File: config.mk
export PLATFORM = sky130hd
export DESIGN_NAME = gregorian_date_offset
export DESIGN_NICKNAME = d
export VERILOG_FILES = /design/src/rtl/core/gdo_pkg.sv /design/src/rtl/core/gregorian_date_offset.sv /design/src/rtl/core/gdo_ctrl.sv /design/src/rtl/core/gdo_dpath.sv
export SDC_FILE = /design/constraint.sdc
export NUM_CORES = 1
export LEC_CHECK = 0
export ABC_AREA = 1
export BUFFER_PORTS_ARGS = -buffer_cell sky130_fd_sc_hd__buf_4
export CAP_MARGIN = 20
export CELL_PAD_IN_SITES_DETAIL_PLACEMENT = 0
export CELL_PAD_IN_SITES_GLOBAL_PLACEMENT = 1
export CORE_MARGIN = 3
export CORE_UTILIZATION = 43
export CTS_BUF_LIST = sky130_fd_sc_hd__clkbuf_2 sky130_fd_sc_hd__clkbuf_4 sky130_fd_sc_hd__clkbuf_8
export CTS_CLUSTER_DIAMETER = 100
export DETAILED_ROUTE_END_ITERATION = 8
export PLACE_DENSITY = 0.82
export SKIP_LAST_GASP = 1
export SYNTH_ARGS = -nofsm -noshare
export SYNTH_HDL_FRONTEND = slang
export SYNTH_HIERARCHICAL = 1
export SYNTH_SLANG_ARGS = --single-unit
File: constraint.sdc
create_clock -name clock -period 4.2 [get_ports clock]
set_input_delay 0 -clock clock [delete_from_list [all_inputs] [get_ports clock]]
set_output_delay 0 -clock clock [all_outputs]
set_load 0.02 [all_outputs]
File: src/rtl/core/gdo_pkg.sv
// Shared types, constants and a calendar function for the Gregorian date offset block.
// No dependencies; used by the controller, the datapath and the top level.
`timescale 1ns / 1ps

package gdo_pkg;

   localparam int OFFSET_BITS_DEF = 16;
   localparam int YEAR_MAX_DEF    = 9999;

   localparam int DAY_W   = 5;
   localparam int MONTH_W = 4;
   localparam int YEAR_W  = 14;
   localparam int IDX_W   = 2;
   localparam int CSR_W   = 14;

   localparam logic [IDX_W-1:0] REG_START_DAY   = 2'd0;
   localparam logic [IDX_W-1:0] REG_START_MONTH = 2'd1;
   localparam logic [IDX_W-1:0] REG_START_YEAR  = 2'd2;

   localparam logic [DAY_W-1:0]   RESET_DAY   = 5'd1;
   localparam logic [MONTH_W-1:0] RESET_MONTH = 4'd1;
   localparam int                 RESET_YEAR  = 2000;

   localparam logic [MONTH_W-1:0] JANUARY  = 4'd1;
   localparam logic [MONTH_W-1:0] FEBRUARY = 4'd2;
   localparam logic [MONTH_W-1:0] DECEMBER = 4'd12;

   // Quotient by 100 as a multiply by a scaled reciprocal; exact for 14-bit years.
   localparam int          RECIP_W     = 13;
   localparam int          RECIP_SHIFT = 19;
   localparam logic [RECIP_W-1:0] RECIP_100 = 13'd5243;
   localparam int          PROD_W      = YEAR_W + RECIP_W;
   localparam int          QUOT_W      = PROD_W - RECIP_SHIFT;

   typedef struct packed {
      logic load;
      logic leap_div;
      logic leap_eval;
      logic step;
      logic finish;
   } cmd_type;

   typedef struct packed {
      logic settled;
      logic wrap;
      logic bound_hit;
   } status_type;

   function automatic logic [DAY_W-1:0] month_len(input logic [MONTH_W-1:0] m,
                                                  input logic leap);
      logic [DAY_W-1:0] len;
      case (m)
         4'd4, 4'd6, 4'd9, 4'd11: len = 5'd30;
         FEBRUARY:                len = leap ? 5'd29 : 5'd28;
         default:                 len = 5'd31;
      endcase
      return len;
   endfunction

endpackage

File: src/rtl/core/gregorian_date_offset.sv
// Top level of the Gregorian date offset block: stream ports, controller and datapath.
// Depends on gdo_pkg, gdo_ctrl and gdo_dpath.
// For an accepted item the controller loads the working date, evaluates the leap flag and
// steps months, one per cycle in the month loop except where a year boundary is crossed;
// each crossing reloads the leap flag through a reciprocal divide by 100 in the leap states.
// One item is in work at a time; the next is accepted as soon as the result is registered.
// Synchronous active-high reset loads the date 2000-01-01 and empties the result register.
`timescale 1ns / 1ps

module gregorian_date_offset #(
   parameter int OFFSET_BITS = gdo_pkg::OFFSET_BITS_DEF,
   parameter int YEAR_MAX    = gdo_pkg::YEAR_MAX_DEF
) (
   input  logic                              clock,
   input  logic                              reset,
   input  logic                              req_tvalid,
   output logic                              req_tready,
   input  logic [((OFFSET_BITS+7)/8)*8-1:0]  req_tdata,   // day_offset
   output logic                              rsp_tvalid,
   input  logic                              rsp_tready,
   output logic [23:0]                       rsp_tdata,   // out_day, out_month, out_year
   output logic [0:0]                        rsp_tuser,   // out_of_range
   input  logic                              csr_we,
   input  logic [gdo_pkg::IDX_W-1:0]         csr_index,
   input  logic [gdo_pkg::CSR_W-1:0]         csr_wdata
);

   gdo_pkg::cmd_type    cmd;
   gdo_pkg::status_type status;

   logic [gdo_pkg::DAY_W-1:0]   out_day;
   logic [gdo_pkg::MONTH_W-1:0] out_month;
   logic [gdo_pkg::YEAR_W-1:0]  out_year;
   logic                        out_of_range;

   gdo_ctrl u_ctrl (
      .clock      (clock),
      .reset      (reset),
      .req_tvalid (req_tvalid),
      .req_tready (req_tready),
      .rsp_tvalid (rsp_tvalid),
      .rsp_tready (rsp_tready),
      .status     (status),
      .cmd        (cmd)
   );

   gdo_dpath #(
      .OFFSET_BITS (OFFSET_BITS),
      .YEAR_MAX    (YEAR_MAX)
   ) u_dpath (
      .clock        (clock),
      .reset        (reset),
      .day_offset   ($signed(req_tdata[OFFSET_BITS-1:0])),
      .csr_we       (csr_we),
      .csr_index    (csr_index),
      .csr_wdata    (csr_wdata),
      .cmd          (cmd),
      .status       (status),
      .out_day      (out_day),
      .out_month    (out_month),
      .out_year     (out_year),
      .out_of_range (out_of_range)
   );

   assign rsp_tdata = {1'b0, out_year, out_month, out_day};
   assign rsp_tuser = out_of_range;

   a_busy_after_accept: assert property (@(posedge clock) disable iff (reset)
      (req_tvalid && req_tready) |=> !req_tready)
      else $error("block took a new item while one was in work");

   a_valid_date: assert property (@(posedge clock) disable iff (reset)
      rsp_tvalid |-> (rsp_tdata[4:0] != 5'd0 && rsp_tdata[8:5] != 4'd0 &&
                      rsp_tdata[8:5] <= 4'd12))
      else $error("result carries an invalid day or month");

   a_year_bound: assert property (@(posedge clock) disable iff (reset)
      rsp_tvalid |-> (rsp_tdata[22:9] <= gdo_pkg::YEAR_W'(YEAR_MAX)))
      else $error("result year beyond the upper bound");

   a_no_step_while_loading: assert property (@(posedge clock) disable iff (reset)
      cmd.load |-> !(cmd.step || cmd.finish))
      else $error("load collided with a step or a commit");

endmodule

File: src/rtl/core/gdo_ctrl.sv
// Sequencer for the date offset block: leap evaluation, month stepping and result hand-off.
// Depends on gdo_pkg for the command and status structs.
`timescale 1ns / 1ps

module gdo_ctrl (
   input  logic                clock,
   input  logic                reset,
   input  logic                req_tvalid,
   output logic                req_tready,
   output logic                rsp_tvalid,
   input  logic                rsp_tready,
   input  gdo_pkg::status_type status,
   output gdo_pkg::cmd_type    cmd
);

   typedef enum logic [4:0] {
      ST_IDLE   = 5'b00001,
      ST_LEAP1  = 5'b00010,
      ST_LEAP2  = 5'b00100,
      ST_STEP   = 5'b01000,
      ST_FINISH = 5'b10000
   } state_type;

   state_type state_ff, state_in;
   logic      rsp_valid_ff, rsp_valid_in;
   logic      out_free;

   assign out_free   = !rsp_valid_ff || rsp_tready;
   assign req_tready = (state_ff == ST_IDLE);
   assign rsp_tvalid = rsp_valid_ff;

   always_comb begin
      state_in      = state_ff;
      cmd           = '0;
      rsp_valid_in  = rsp_valid_ff && !rsp_tready;
      case (state_ff)
         ST_IDLE: begin
            if (req_tvalid) begin
               cmd.load = 1'b1;
               state_in = ST_LEAP1;
            end
         end
         ST_LEAP1: begin
            cmd.leap_div = 1'b1;
            state_in     = ST_LEAP2;
         end
         ST_LEAP2: begin
            cmd.leap_eval = 1'b1;
            state_in      = ST_STEP;
         end
         ST_STEP: begin
            cmd.step = 1'b1;
            if (status.settled || status.bound_hit) begin
               state_in = ST_FINISH;
            end else if (status.wrap) begin
               state_in = ST_LEAP1;
            end
         end
         ST_FINISH: begin
            if (out_free) begin
               cmd.finish   = 1'b1;
               rsp_valid_in = 1'b1;
               state_in     = ST_IDLE;
            end
         end
         default: begin
            state_in = ST_IDLE;
         end
      endcase
   end

   always_ff @(posedge clock) begin
      if (reset) begin
         state_ff     <= ST_IDLE;
         rsp_valid_ff <= 1'b0;
      end else begin
         state_ff     <= state_in;
         rsp_valid_ff <= rsp_valid_in;
      end
   end

endmodule

File: src/rtl/core/gdo_dpath.sv
// Datapath for the date offset block: current date, working date, leap flag and result register.
// Depends on gdo_pkg for widths, codes, the command structs and month lengths.
`timescale 1ns / 1ps

module gdo_dpath #(
   parameter int OFFSET_BITS = gdo_pkg::OFFSET_BITS_DEF,
   parameter int YEAR_MAX    = gdo_pkg::YEAR_MAX_DEF
) (
   input  logic                                clock,
   input  logic                                reset,
   input  logic signed [OFFSET_BITS-1:0]       day_offset,
   input  logic                                csr_we,
   input  logic [gdo_pkg::IDX_W-1:0]           csr_index,
   input  logic [gdo_pkg::CSR_W-1:0]           csr_wdata,
   input  gdo_pkg::cmd_type                    cmd,
   output gdo_pkg::status_type                 status,
   output logic [gdo_pkg::DAY_W-1:0]           out_day,
   output logic [gdo_pkg::MONTH_W-1:0]         out_month,
   output logic [gdo_pkg::YEAR_W-1:0]          out_year,
   output logic                                out_of_range
);

   localparam int DW = OFFSET_BITS + 2;
   localparam int YW = gdo_pkg::YEAR_W;
   localparam int MW = gdo_pkg::MONTH_W;
   localparam int QW = gdo_pkg::QUOT_W;
   localparam logic [YW-1:0] YMAX = YW'(YEAR_MAX);
   localparam logic [YW-1:0] YRST = (gdo_pkg::RESET_YEAR > YEAR_MAX) ?
                                    YW'(YEAR_MAX) : YW'(gdo_pkg::RESET_YEAR);

   logic [gdo_pkg::DAY_W-1:0] cur_day_ff, cur_day_in;
   logic [MW-1:0]             cur_month_ff, cur_month_in;
   logic [YW-1:0]             cur_year_ff, cur_year_in;

   logic signed [DW-1:0]      d_ff, d_in;
   logic [MW-1:0]             m_ff, m_in;
   logic [YW-1:0]             y_ff, y_in;
   logic                      bad_ff, bad_in;
   logic [QW-1:0]             q_ff;
   logic                      leap_ff;

   logic [gdo_pkg::DAY_W-1:0]   rsp_day_ff;
   logic [MW-1:0]               rsp_month_ff;
   logic [YW-1:0]               rsp_year_ff;
   logic                        rsp_bad_ff;

   logic [gdo_pkg::PROD_W-1:0]  prod;
   logic [QW+6:0]               q_times_100;
   logic [gdo_pkg::DAY_W-1:0]   len_cur, len_prev;
   logic [MW-1:0]               prev_month;
   logic                        fwd, bwd;
   logic [gdo_pkg::DAY_W-1:0]   wr_day;
   logic [MW-1:0]               wr_month;
   logic [YW-1:0]               wr_year;

   assign prod        = gdo_pkg::PROD_W'(y_ff) * gdo_pkg::PROD_W'(gdo_pkg::RECIP_100);
   assign q_times_100 = ((QW+7)'(q_ff) << 6) + ((QW+7)'(q_ff) << 5) + ((QW+7)'(q_ff) << 2);

   assign prev_month = (m_ff == gdo_pkg::JANUARY) ? gdo_pkg::DECEMBER : m_ff - MW'(1);
   assign len_cur    = gdo_pkg::month_len(m_ff, leap_ff);
   assign len_prev   = gdo_pkg::month_len(prev_month, leap_ff);

   assign fwd = d_ff > $signed({{(DW-gdo_pkg::DAY_W){1'b0}}, len_cur});
   assign bwd = d_ff[DW-1] || (d_ff == '0);

   assign status.settled   = !fwd && !bwd;
   assign status.wrap      = (fwd && m_ff == gdo_pkg::DECEMBER) ||
                             (bwd && m_ff == gdo_pkg::JANUARY);
   assign status.bound_hit = (fwd && m_ff == gdo_pkg::DECEMBER && y_ff == YMAX) ||
                             (bwd && m_ff == gdo_pkg::JANUARY && y_ff == '0);

   always_comb begin
      wr_day = csr_wdata[gdo_pkg::DAY_W-1:0];
      if (wr_day == '0) begin
         wr_day = gdo_pkg::DAY_W'(1);
      end
      wr_month = csr_wdata[MW-1:0];
      if (wr_month == '0) begin
         wr_month = gdo_pkg::JANUARY;
      end else if (wr_month > gdo_pkg::DECEMBER) begin
         wr_month = gdo_pkg::DECEMBER;
      end
      wr_year = csr_wdata[YW-1:0];
      if (wr_year > YMAX) begin
         wr_year = YMAX;
      end
   end

   always_comb begin
      d_in   = d_ff;
      m_in   = m_ff;
      y_in   = y_ff;
      bad_in = bad_ff;
      if (cmd.load) begin
         d_in   = $signed({{(DW-gdo_pkg::DAY_W){1'b0}}, cur_day_ff}) + DW'(day_offset);
         m_in   = cur_month_ff;
         y_in   = cur_year_ff;
         bad_in = 1'b0;
      end else if (cmd.step) begin
         if (status.bound_hit) begin
            bad_in = 1'b1;
         end else if (fwd) begin
            d_in = d_ff - $signed({{(DW-gdo_pkg::DAY_W){1'b0}}, len_cur});
            if (m_ff == gdo_pkg::DECEMBER) begin
               m_in = gdo_pkg::JANUARY;
               y_in = y_ff + YW'(1);
            end else begin
               m_in = m_ff + MW'(1);
            end
         end else if (bwd) begin
            d_in = d_ff + $signed({{(DW-gdo_pkg::DAY_W){1'b0}}, len_prev});
            m_in = prev_month;
            if (m_ff == gdo_pkg::JANUARY) begin
               y_in = y_ff - YW'(1);
            end
         end
      end
   end

   always_comb begin
      cur_day_in   = cur_day_ff;
      cur_month_in = cur_month_ff;
      cur_year_in  = cur_year_ff;
      if (csr_we) begin
         case (csr_index)
            gdo_pkg::REG_START_DAY:   cur_day_in   = wr_day;
            gdo_pkg::REG_START_MONTH: cur_month_in = wr_month;
            gdo_pkg::REG_START_YEAR:  cur_year_in  = wr_year;
            default: begin
            end
         endcase
      end else if (cmd.finish && !bad_ff) begin
         cur_day_in   = d_ff[gdo_pkg::DAY_W-1:0];
         cur_month_in = m_ff;
         cur_year_in  = y_ff;
      end
   end

   always_ff @(posedge clock) begin
      if (reset) begin
         cur_day_ff   <= gdo_pkg::RESET_DAY;
         cur_month_ff <= gdo_pkg::RESET_MONTH;
         cur_year_ff  <= YRST;
      end else begin
         cur_day_ff   <= cur_day_in;
         cur_month_ff <= cur_month_in;
         cur_year_ff  <= cur_year_in;
      end
   end

   always_ff @(posedge clock) begin
      d_ff   <= d_in;
      m_ff   <= m_in;
      y_ff   <= y_in;
      bad_ff <= bad_in;
      if (cmd.leap_div) begin
         q_ff <= prod[gdo_pkg::PROD_W-1:gdo_pkg::RECIP_SHIFT];
      end
      if (cmd.leap_eval) begin
         leap_ff <= (y_ff[1:0] == 2'b00) &&
                    ((q_times_100 != (QW+7)'(y_ff)) || (q_ff[1:0] == 2'b00));
      end
      if (cmd.finish) begin
         rsp_day_ff   <= bad_ff ? cur_day_ff   : d_ff[gdo_pkg::DAY_W-1:0];
         rsp_month_ff <= bad_ff ? cur_month_ff : m_ff;
         rsp_year_ff  <= bad_ff ? cur_year_ff  : y_ff;
         rsp_bad_ff   <= bad_ff;
      end
   end

   assign out_day      = rsp_day_ff;
   assign out_month    = rsp_month_ff;
   assign out_year     = rsp_year_ff;
   assign out_of_range = rsp_bad_ff;

endmodule

Word-level counts from Yosys, hierarchy flattened

Cells that the tools add are included.

Output and inout bits: 27
Flip-flop bits (word level): 99
Logic and storage cells: 148

Add/sub/neg operators: 9
Reductions and logical operators: 39
Muxes and demuxes: 52
$mul: 1
Equality and inequality tests: 29
$lt $le $gt $ge: 3

Operator list:

| kind                   | number |
|---|---|
| $mux 14                | 12 |
| $mux 18                | 5 |
| $mux 4                 | 13 |
| $mux 5                 | 9 |
| $mul 14x13->27 const B | 1 |
| $pmux 5 s5             | 1 |
| $eq 4x4->1 const B     | 5 |
| $pmux 5 s2             | 2 |
| $add 18x6->18          | 1 |
| $gt 18x6->1            | 1 |
| $logic_not 18->1       | 1 |
| $sub 18x6->18          | 1 |
| $add 6x16->17          | 1 |
| $eq 4x3->1 const B     | 4 |
| $add 14x13->15         | 1 |
| $add 15x10->15         | 1 |
| $ne 15x14->1           | 1 |
| $add 14x1->14 const B  | 1 |
| $eq 14x14->1 const B   | 1 |
| $gt 14x14->1 const B   | 1 |
| $logic_not 14->1       | 1 |
| $sub 14x1->14 const B  | 1 |
| $mux 1                 | 10 |
| $eq 4x2->1 const B     | 2 |
| 27 further kinds       | 56 |

Logic depth before layout (Yosys ltp)

Gate-level depths: netlist of run 1.

Depth in word-level cells: 11
Depth in mapped cells: 24

Modules after synthesis

Netlist of run 1, hierarchy kept.

By module, submodules not included:

| module                | instances | sequential area each (µm²) | area each (µm²) | cells each |
|---|---|---|---|---|
| gdo_dpath             | 1         | 2552.4                     | 11008.1         | 1437 |
| gdo_ctrl              | 1         | 120.1                      | 369.1           | 56 |
| gregorian_date_offset | 1         | 0.0                        | 11.3            | 2 |

Worst setup path after synthesis of run 1

Ideal clock, no wire load.

Path type: register to register
Start point: reg u_dpath.y_ff[4]
End point: reg u_dpath.q_ff[5] (data pin)
Data arrival time: 4.152 ns
Slack: -0.209 ns
Period minus slack after synthesis: 4.409 ns
Data required time: 3.943 ns
Buffers on the path: 0
Stages on the path, launching flop included: 18
Path through: edfxtp_1 -> inv_1 -> fa_1 -> inv_1 -> ha_1 -> fa_1 -> inv_1 -> fa_1 -> fa_1 -> inv_1 -> ha_1 -> a21oi_1 -> a21boi_0 -> o21ai_0 -> a21oi_1 -> o21ai_0 -> nand2_1 -> nand2_1

Cells in the longest elaborated chain, start to end: 1

Ends and longest elaborated chain:

| what                      | line             | source |
|---|---|---|
| start, declared           | gdo_dpath.sv:37  | `logic [YW-1:0] y_ff, y_in;` |
| start signal, assigned    | gdo_dpath.sv:154 | `y_ff <= y_in;` |
| $mul 14x13->27            | gdo_dpath.sv:56  | `assign prod = gdo_pkg::PROD_W'(y_ff) * gdo_pkg::PROD_W'(gdo_pkg::RECIP_100);` |
| net u_dpath.prod, one bit | gdo_dpath.sv:47  | `logic [gdo_pkg::PROD_W-1:0] prod;` |
| end signal, assigned      | gdo_dpath.sv:157 | `q_ff <= prod[gdo_pkg::PROD_W-1:gdo_pkg::RECIP_SHIFT];` |
| end, declared             | gdo_dpath.sv:39  | `logic [QW-1:0] q_ff;` |

The timed path passes the listed nets, and every way through them passes these cells.
A chain may end at the register's enable or synchronous reset.

Worst setup path in the final report of run 1

Start point: reg u_dpath.y_ff[9]
End point: reg u_dpath.q_ff[5] (data pin)

The elaborated chain is that of the path after synthesis.

==> reports/results.ini, run 1 <==
[setup_path]
r2r_setup_slack_ps=-330
r2r_start=u_dpath/y_ff[9]
timing.critical_path.from=u_dpath/y_ff[9]
r2r_end=u_dpath/q_ff[5]
crit_fanout=4
cp.required_ps=4490
worst_path_largest_cell_delay_ps=520
r2r.worst_path.cells=21
endpoint=u_dpath/q_ff[5]
crit_path_depth=21
critical_path.endpoint_type=register
dominant_cell_type_by_count_on_the_critical_path=sky130_fd_sc_hd__fa_1
worstPathCellList=buf_6, fa_1, ha_1, inv_2, fa_1, inv_2, fa_1, inv_1, fa_1, inv_2, ha_4, buf_6, nand2_4, nor2_1, inv_1, nor3_2, nand2_1, buf_4, o21ai_1, nand2_1, nand2_1
cp_top_family=adder cells
cp.arrival_ps=4820
start_kind=register
crit_type=register to register
critical-path-slowest-cell=sky130_fd_sc_hd__edfxtp_1
worst-path-buf-inv=8

[synthesis]
yosys.area.top_type_share=0.182
synthesis.area_sq_mm=0.0114
syn-mean-instance-area_sq_um=7.62
netlist-cell-type-count=51
synth_area_leader_cell=sky130_fd_sc_hd__edfxtp_1
synth-edff-count=69
synth_area_in_adders=0.288
yosys.area_share.simple=0.246
total_of_warnings_raised_by_yosys=6
combinational_family_with_the_most_area_after_synthesis=adder cells
synth_xor_area_frac=0.0308
asyncSetResetFlopFracSynth=0
yosys_register_bits=99
synth_compound_gate_area_share=0.102
synthFlopType=sky130_fd_sc_hd__edfxtp_1
yosys-top-cells-area=sky130_fd_sc_hd__edfxtp_1 18%, sky130_fd_sc_hd__ha_1 16%, sky130_fd_sc_hd__fa_1 13%
synthesized_nets=1751
synth.yosys.seq_area_share=0.235
yosys-mux-area-fraction=0
synthCells=1495

[clock_network]
clk_root_buffer_cell=sky130_fd_sc_hd__clkbuf_8
max-clock-path-buffers=2
clkSlewWorstSetupHoldPaths_ps=130
tritoncts=done
worstSkewPairLatency_ps=410
cts.sinks=99
clock_tree.htree_level_count=3
cts-buffers-inserted=9

[global_route]
grt_overflow=0
grt_util_met3=0.0269
met2_usage=0.364
grt_use_met1=0.324
grt_first_pass_wirelength_um=51900
grt_max_degree=49
antenna_found_initial=0
grt.total_usage=0.226
busiest_layer=met2
vias_in_the_first_global_route=10123

[die]
dieArea_sq_mm=0.0285
placeable_area_sq_mm=0.0256
die_height_um=169
i_o_pins=64
num_rows=58
floorplan.initialDensity=0.445
floorplan.die.width_um=169

[sta]
report.final.hold_viol_count=0
finalSetupViolations=8
setup_repair_after_global_routing_missed_its_margin=yes
setup_total_negative_slack_ps=-1620
fin_crit_sh=1.08
period_needed_ps=4530
finalWorstSetupSlack_ps=-328
fmax_ghz=0.221
max_slew_margin_vs_limit=0.532
worst_case_hold_slack_ps=0.847
final_max_slew_viol_count=0
worst_clock_skew_ps=28.6
worst_slew_pin_slew_ps=702

[finish]
layout_common_cells=340 x sky130_fd_sc_hd__nand2_1, 234 x sky130_fd_sc_hd__inv_1, 168 x sky130_fd_sc_hd__buf_4, 125 x sky130_fd_sc_hd__ha_1, 97 x sky130_fd_sc_hd__nor2_1
design.final.nets=1942
mostFrequentLayoutCell=sky130_fd_sc_hd__nand2_1
layout-drive-gt1-share=0.190
postLayoutCellArea_sq_mm=0.0140
post-route-util=0.547
syn2layout_area_growth_pct=23.0
fillerInstances=2398
antenna_cells_inserted=0

[detailed_routing]
drt_pass1_iterations=5
detailed_route_iter0_violations=778
drc=0
avgViaCountPerCell=5.17
final_antenna_net_count=0
routed_wire_length_per_instance_um=16.2
routed-via-count=10455
routed_wire_length_um=32700

[min_path]
worstHoldPathType=primary input to register

[place]
detailed_place.area_sq_mm=0.0130
placement.io_buffers=62
globalplace.congestion=0.910
dp.final_hpwl_um=25900

[job]
cap_violations=0

[status]
outcome=complete, but fails checks
violated_checks=negative setup slack

synth_stat cells (3+ instances only):
cell                       instances
sky130_fd_sc_hd__fa_1             72
sky130_fd_sc_hd__buf_2             7
sky130_fd_sc_hd__or2_2             3
sky130_fd_sc_hd__nor2_4            6
sky130_fd_sc_hd__nor2_1          108
sky130_fd_sc_hd__nor2_2            3
sky130_fd_sc_hd__xor2_1           37
sky130_fd_sc_hd__clkbuf_1         14
sky130_fd_sc_hd__o21ai_0          97
sky130_fd_sc_hd__nand3b_1          6
sky130_fd_sc_hd__nand2_1         359
sky130_fd_sc_hd__nand3_4           3
sky130_fd_sc_hd__dfxtp_1          30
sky130_fd_sc_hd__xnor2_1           3
sky130_fd_sc_hd__nand2_2           8
sky130_fd_sc_hd__nor3_1           21
sky130_fd_sc_hd__o21bai_1          7
sky130_fd_sc_hd__a31oi_1          10
sky130_fd_sc_hd__nand3_2           4
sky130_fd_sc_hd__inv_2             4
sky130_fd_sc_hd__a41oi_1           4
sky130_fd_sc_hd__a21o_1            6
sky130_fd_sc_hd__a21oi_1          62
sky130_fd_sc_hd__inv_1           249
sky130_fd_sc_hd__ha_1            147
sky130_fd_sc_hd__edfxtp_1         69
sky130_fd_sc_hd__o211ai_1          5
sky130_fd_sc_hd__o21ai_1           3
sky130_fd_sc_hd__buf_4             6
sky130_fd_sc_hd__nand4_1          25
sky130_fd_sc_hd__nand3_1          90
metrics by stage:
step | cells | setup WS (ps)
floorplan | 1495 | 1.64
global placement | 1954 | -245
detailed placement | 1954 | -234
CTS | 2016 | -193
global route | 2021 | -549
finish | 2021 | -328
kinds of logic (layout without fill, tap and decap cells):
family | Yosys count | after routing
xor+xnor | 40 | 40
flops | 99 | 99
simple gates | 641 | 641
compound gates | 209 | 209
other cells | 1 | 1
fa+ha+maj | 219 | 219
buf+inv | 286 | 482
worst register-to-register path, stage by stage (launching register included):
cell and delay, ps:
sky130_fd_sc_hd__edfxtp_1 520, sky130_fd_sc_hd__buf_6 170, sky130_fd_sc_hd__fa_1 390, sky130_fd_sc_hd__ha_1 330, sky130_fd_sc_hd__inv_2 40, sky130_fd_sc_hd__fa_1 510, sky130_fd_sc_hd__inv_2 40, sky130_fd_sc_hd__fa_1 480
sky130_fd_sc_hd__inv_1 50, sky130_fd_sc_hd__fa_1 500, sky130_fd_sc_hd__inv_2 50, sky130_fd_sc_hd__ha_4 270, sky130_fd_sc_hd__buf_6 120, sky130_fd_sc_hd__nand2_4 50, sky130_fd_sc_hd__nor2_1 140, sky130_fd_sc_hd__inv_1 110
sky130_fd_sc_hd__nor3_2 220, sky130_fd_sc_hd__nand2_1 100, sky130_fd_sc_hd__buf_4 130, sky130_fd_sc_hd__o21ai_1 110, sky130_fd_sc_hd__nand2_1 60, sky130_fd_sc_hd__nand2_1 50
sequential cells by signal, summed over array words and instances, names as in the netlist:
register              cells
u_dpath/d_ff             18
u_dpath/cur_year_ff      14
u_dpath/out_year         14
u_dpath/y_ff             14
u_dpath/q_ff              8
u_ctrl/state_ff           5
u_dpath/cur_day_ff        5
u_dpath/out_day           5
u_dpath/cur_month_ff      4
u_dpath/m_ff              4
u_dpath/out_month         4
u_ctrl/rsp_tvalid         1
u_dpath/bad_ff            1
u_dpath/leap_ff           1
u_dpath/out_of_range      1
worst min path at each step:
stage / from / end / cells past startpoint
5_1_grt: csr_wdata[4] / u_dpath/cur_day_ff[4] / 3
3_3_place_gp: csr_wdata[8] / u_dpath/cur_year_ff[8] / 3
3_5_place_dp: csr_wdata[8] / u_dpath/cur_year_ff[8] / 3
2_1_floorplan: reset / u_ctrl/rsp_tvalid / 1
4_1_cts: req_tdata[5] / u_dpath/d_ff[5] / 3
6_report: csr_wdata[4] / u_dpath/cur_day_ff[4] / 3
metal layers:
| metal | part of all wire | up-vias | wire length (um) |
|---|---|---|---|
| li1 | - | 5246 | - |
| met1 | 0.48 | 4874 | 15800 |
| met2 | 0.44 | 283 | 14500 |
| met3 | 0.048 | 52 | 1580 |
| met4 | 0.026 | 0 | 854 |
| met5 | 0 | - | 0 |
final cells by class:
type | count | area [sq um] | share of cell area
Clock buffer | 10 | 138 | 0.00982
Multi-Input combinational cell | 1110 | 8060 | 0.575
Clock inverter | 6 | 55.1 | 0.00393
Inverter | 256 | 962 | 0.0687
Tap cell | 330 | 413 | 0.0295
Sequential cell | 99 | 2670 | 0.191
Timing Repair Buffer | 210 | 1710 | 0.122
what timing repair did:
action | in CTS | in global routing
setup buffers | 20 | 8
gates cloned | 0 | 0
pin swaps | 30 | 40
setup endpoints to repair | 8 | 8
resized for setup | 39 | 54
endpoints found under the hold margin | 26 | 0
hold buffers | 26 | 0
Power of run 1 is left out: the tool's default activity adds up to more than one toggle a clock period on the data nets, which glitch-free logic cannot reach.
==> inputs of run 2 (changes only) <==
--- a/config.mk
+++ b/config.mk
@@ -12,7 +12,7 @@
 export CELL_PAD_IN_SITES_GLOBAL_PLACEMENT = 1
 export CORE_MARGIN = 3
 export CORE_UTILIZATION = 43
-export CTS_BUF_LIST = sky130_fd_sc_hd__clkbuf_2 sky130_fd_sc_hd__clkbuf_4 sky130_fd_sc_hd__clkbuf_8
+export CTS_BUF_LIST = sky130_fd_sc_hd__clkbuf_4 sky130_fd_sc_hd__clkbuf_8 sky130_fd_sc_hd__clkbuf_16
 export CTS_CLUSTER_DIAMETER = 100
 export DETAILED_ROUTE_END_ITERATION = 8
 export PLACE_DENSITY = 0.82
==> run 2 against run 1 <==
Compared with the run above:
- the run still ends with negative setup slack left
- core utilization fell by 0.47 points
- sequential share of layout area up 0.17 points
- largest cell class unchanged
- maximum frequency rose by 2.1%
- clock skew decreased by 16 ps
- final area is 0.87% lower
- setup slack better by 92 ps
- flip-flop and latch count unchanged
- non-clock buffer count is 14 lower
==> reports/results.ini, run 2 (synthesis gave the netlist of run 1 again) <==
[clock_network]
cts-buffers-inserted=9
clk_root_buffer_cell=sky130_fd_sc_hd__clkbuf_16
tritoncts=done
cts.sinks=99
max-clock-path-buffers=2
clkSlewWorstSetupHoldPaths_ps=90
clock_tree.htree_level_count=3
worstSkewPairLatency_ps=360

[die]
dieArea_sq_mm=0.0285
num_rows=58
floorplan.initialDensity=0.445
placeable_area_sq_mm=0.0256
floorplan.die.width_um=169
i_o_pins=64
die_height_um=169

[sta]
final_max_slew_viol_count=0
report.final.hold_viol_count=0
finalSetupViolations=8
period_needed_ps=4440
fin_crit_sh=1.06
setup_repair_after_global_routing_missed_its_margin=yes
setup_total_negative_slack_ps=-1240
max_slew_margin_vs_limit=0.519
worst_case_hold_slack_ps=15.9
fmax_ghz=0.225
worst_clock_skew_ps=12.8
worst_slew_pin_slew_ps=721
finalWorstSetupSlack_ps=-236

[setup_path]
crit_fanout=4
critical_path.endpoint_type=register
crit_type=register to register
cp.arrival_ps=4550
start_kind=register
cp.required_ps=4320

[finish]
number_of_flip_flops_in_the_largest_register=18
fillerInstances=2411
design.final.nets=1928
layout_common_cells=344 x sky130_fd_sc_hd__nand2_1, 232 x sky130_fd_sc_hd__inv_1, 169 x sky130_fd_sc_hd__buf_4, 127 x sky130_fd_sc_hd__ha_1, 101 x sky130_fd_sc_hd__nor2_1
layout-drive-gt1-share=0.184
max_flop_register=u_dpath/d_ff
antenna_cells_inserted=0
syn2layout_area_growth_pct=21.9
post_layout_nonfiller_instances=2007
mostFrequentLayoutCell=sky130_fd_sc_hd__nand2_1

[detailed_routing]
route.met2.wl_um=14300
drt_pass1_iterations=5
routed_wire_length_um=32400
detailed_route_iter0_violations=777
met1Wirelength_um=15400
routed-via-count=10364
avgViaCountPerCell=5.16
final_antenna_net_count=0
drc=0
top_layer=met4
detailroute.wirelength.met3_um=1900
routed_wire_length_per_instance_um=16.1

[place]
placement.io_buffers=62
globalplace.congestion=0.910
dp.final_hpwl_um=25900
pre_cts_ws_ps=-234
placedCellCount=1954

[status]
violated_checks=negative setup slack
outcome=complete, but fails checks

[min_path]
worstHoldPathType=primary input to register

[global_route]
grt_first_pass_wirelength_um=51800
antenna_found_initial=0
grt.total_usage=0.226
grt_overflow=0
vias_in_the_first_global_route=10110
grt_max_degree=49

[job]
cap_violations=0

-- run 2: final timing paths --
check	start	cells past startpoint	endpoint	slack, ps
min	req_tdata[6]	3	u_dpath/d_ff[6]	20
max reg2reg	u_dpath/y_ff[9]	18	u_dpath/q_ff[4]	-240
max	u_dpath/y_ff[9]	18	u_dpath/q_ff[4]	-240
min reg2reg	u_dpath/cur_day_ff[0]	2	u_dpath/cur_day_ff[0]	500
-- run 2: worst max-delay path, stage by stage, from the launching register on --
cell and delay, ps:
sky130_fd_sc_hd__edfxtp_1 470, sky130_fd_sc_hd__buf_6 160, sky130_fd_sc_hd__fa_1 430, sky130_fd_sc_hd__ha_1 330
sky130_fd_sc_hd__inv_2 50, sky130_fd_sc_hd__fa_1 480, sky130_fd_sc_hd__inv_1 50, sky130_fd_sc_hd__fa_1 490
sky130_fd_sc_hd__inv_1 60, sky130_fd_sc_hd__fa_1 510, sky130_fd_sc_hd__inv_2 50, sky130_fd_sc_hd__ha_4 280
sky130_fd_sc_hd__nand2_2 90, sky130_fd_sc_hd__nor2_4 110, sky130_fd_sc_hd__inv_2 60, sky130_fd_sc_hd__nor3_4 190
sky130_fd_sc_hd__nand4_1 170, sky130_fd_sc_hd__nand3_1 140, sky130_fd_sc_hd__xor2_1 70
-- run 2: final cells by class --
cell class                 count  area [sq um]  share of cell area
timing repair buffer         196          1560               0.112
clock buffer                  10           239              0.0172
multi-input combinational   1110          7990               0.575
inverter                     256           962              0.0693
tap                          330           413              0.0297
sequential                    99          2670               0.192
clock inverter                 6          55.1             0.00396
-- run 2: repair_timing --
item | in CTS | in global routing
setup endpoints to repair | 8 | 8
endpoints found under the hold margin | 15 | 0
resized for setup | 26 | 48
hold buffers | 14 | 0
pin swaps | 32 | 42
setup buffers | 19 | 6
-- run 2: layer usage --
metal  vias up  global-route usage
li1       5239                   -
met1      4781               0.323
met2       302               0.362
met3        42              0.0343
met4         0              0.0569
met5         -                   0
-- run 2: metrics by stage --
| step | instance area [sq um] | utilization |
|---|---|---|
| finish | 13900 | 0.542 |
| global route | 13900 | 0.542 |
| CTS | 13700 | 0.534 |
| detailed placement | 13000 | 0.506 |
| global placement | 13000 | 0.506 |
| floorplan | 11500 | - |
Power of run 2 is left out for the same reason.
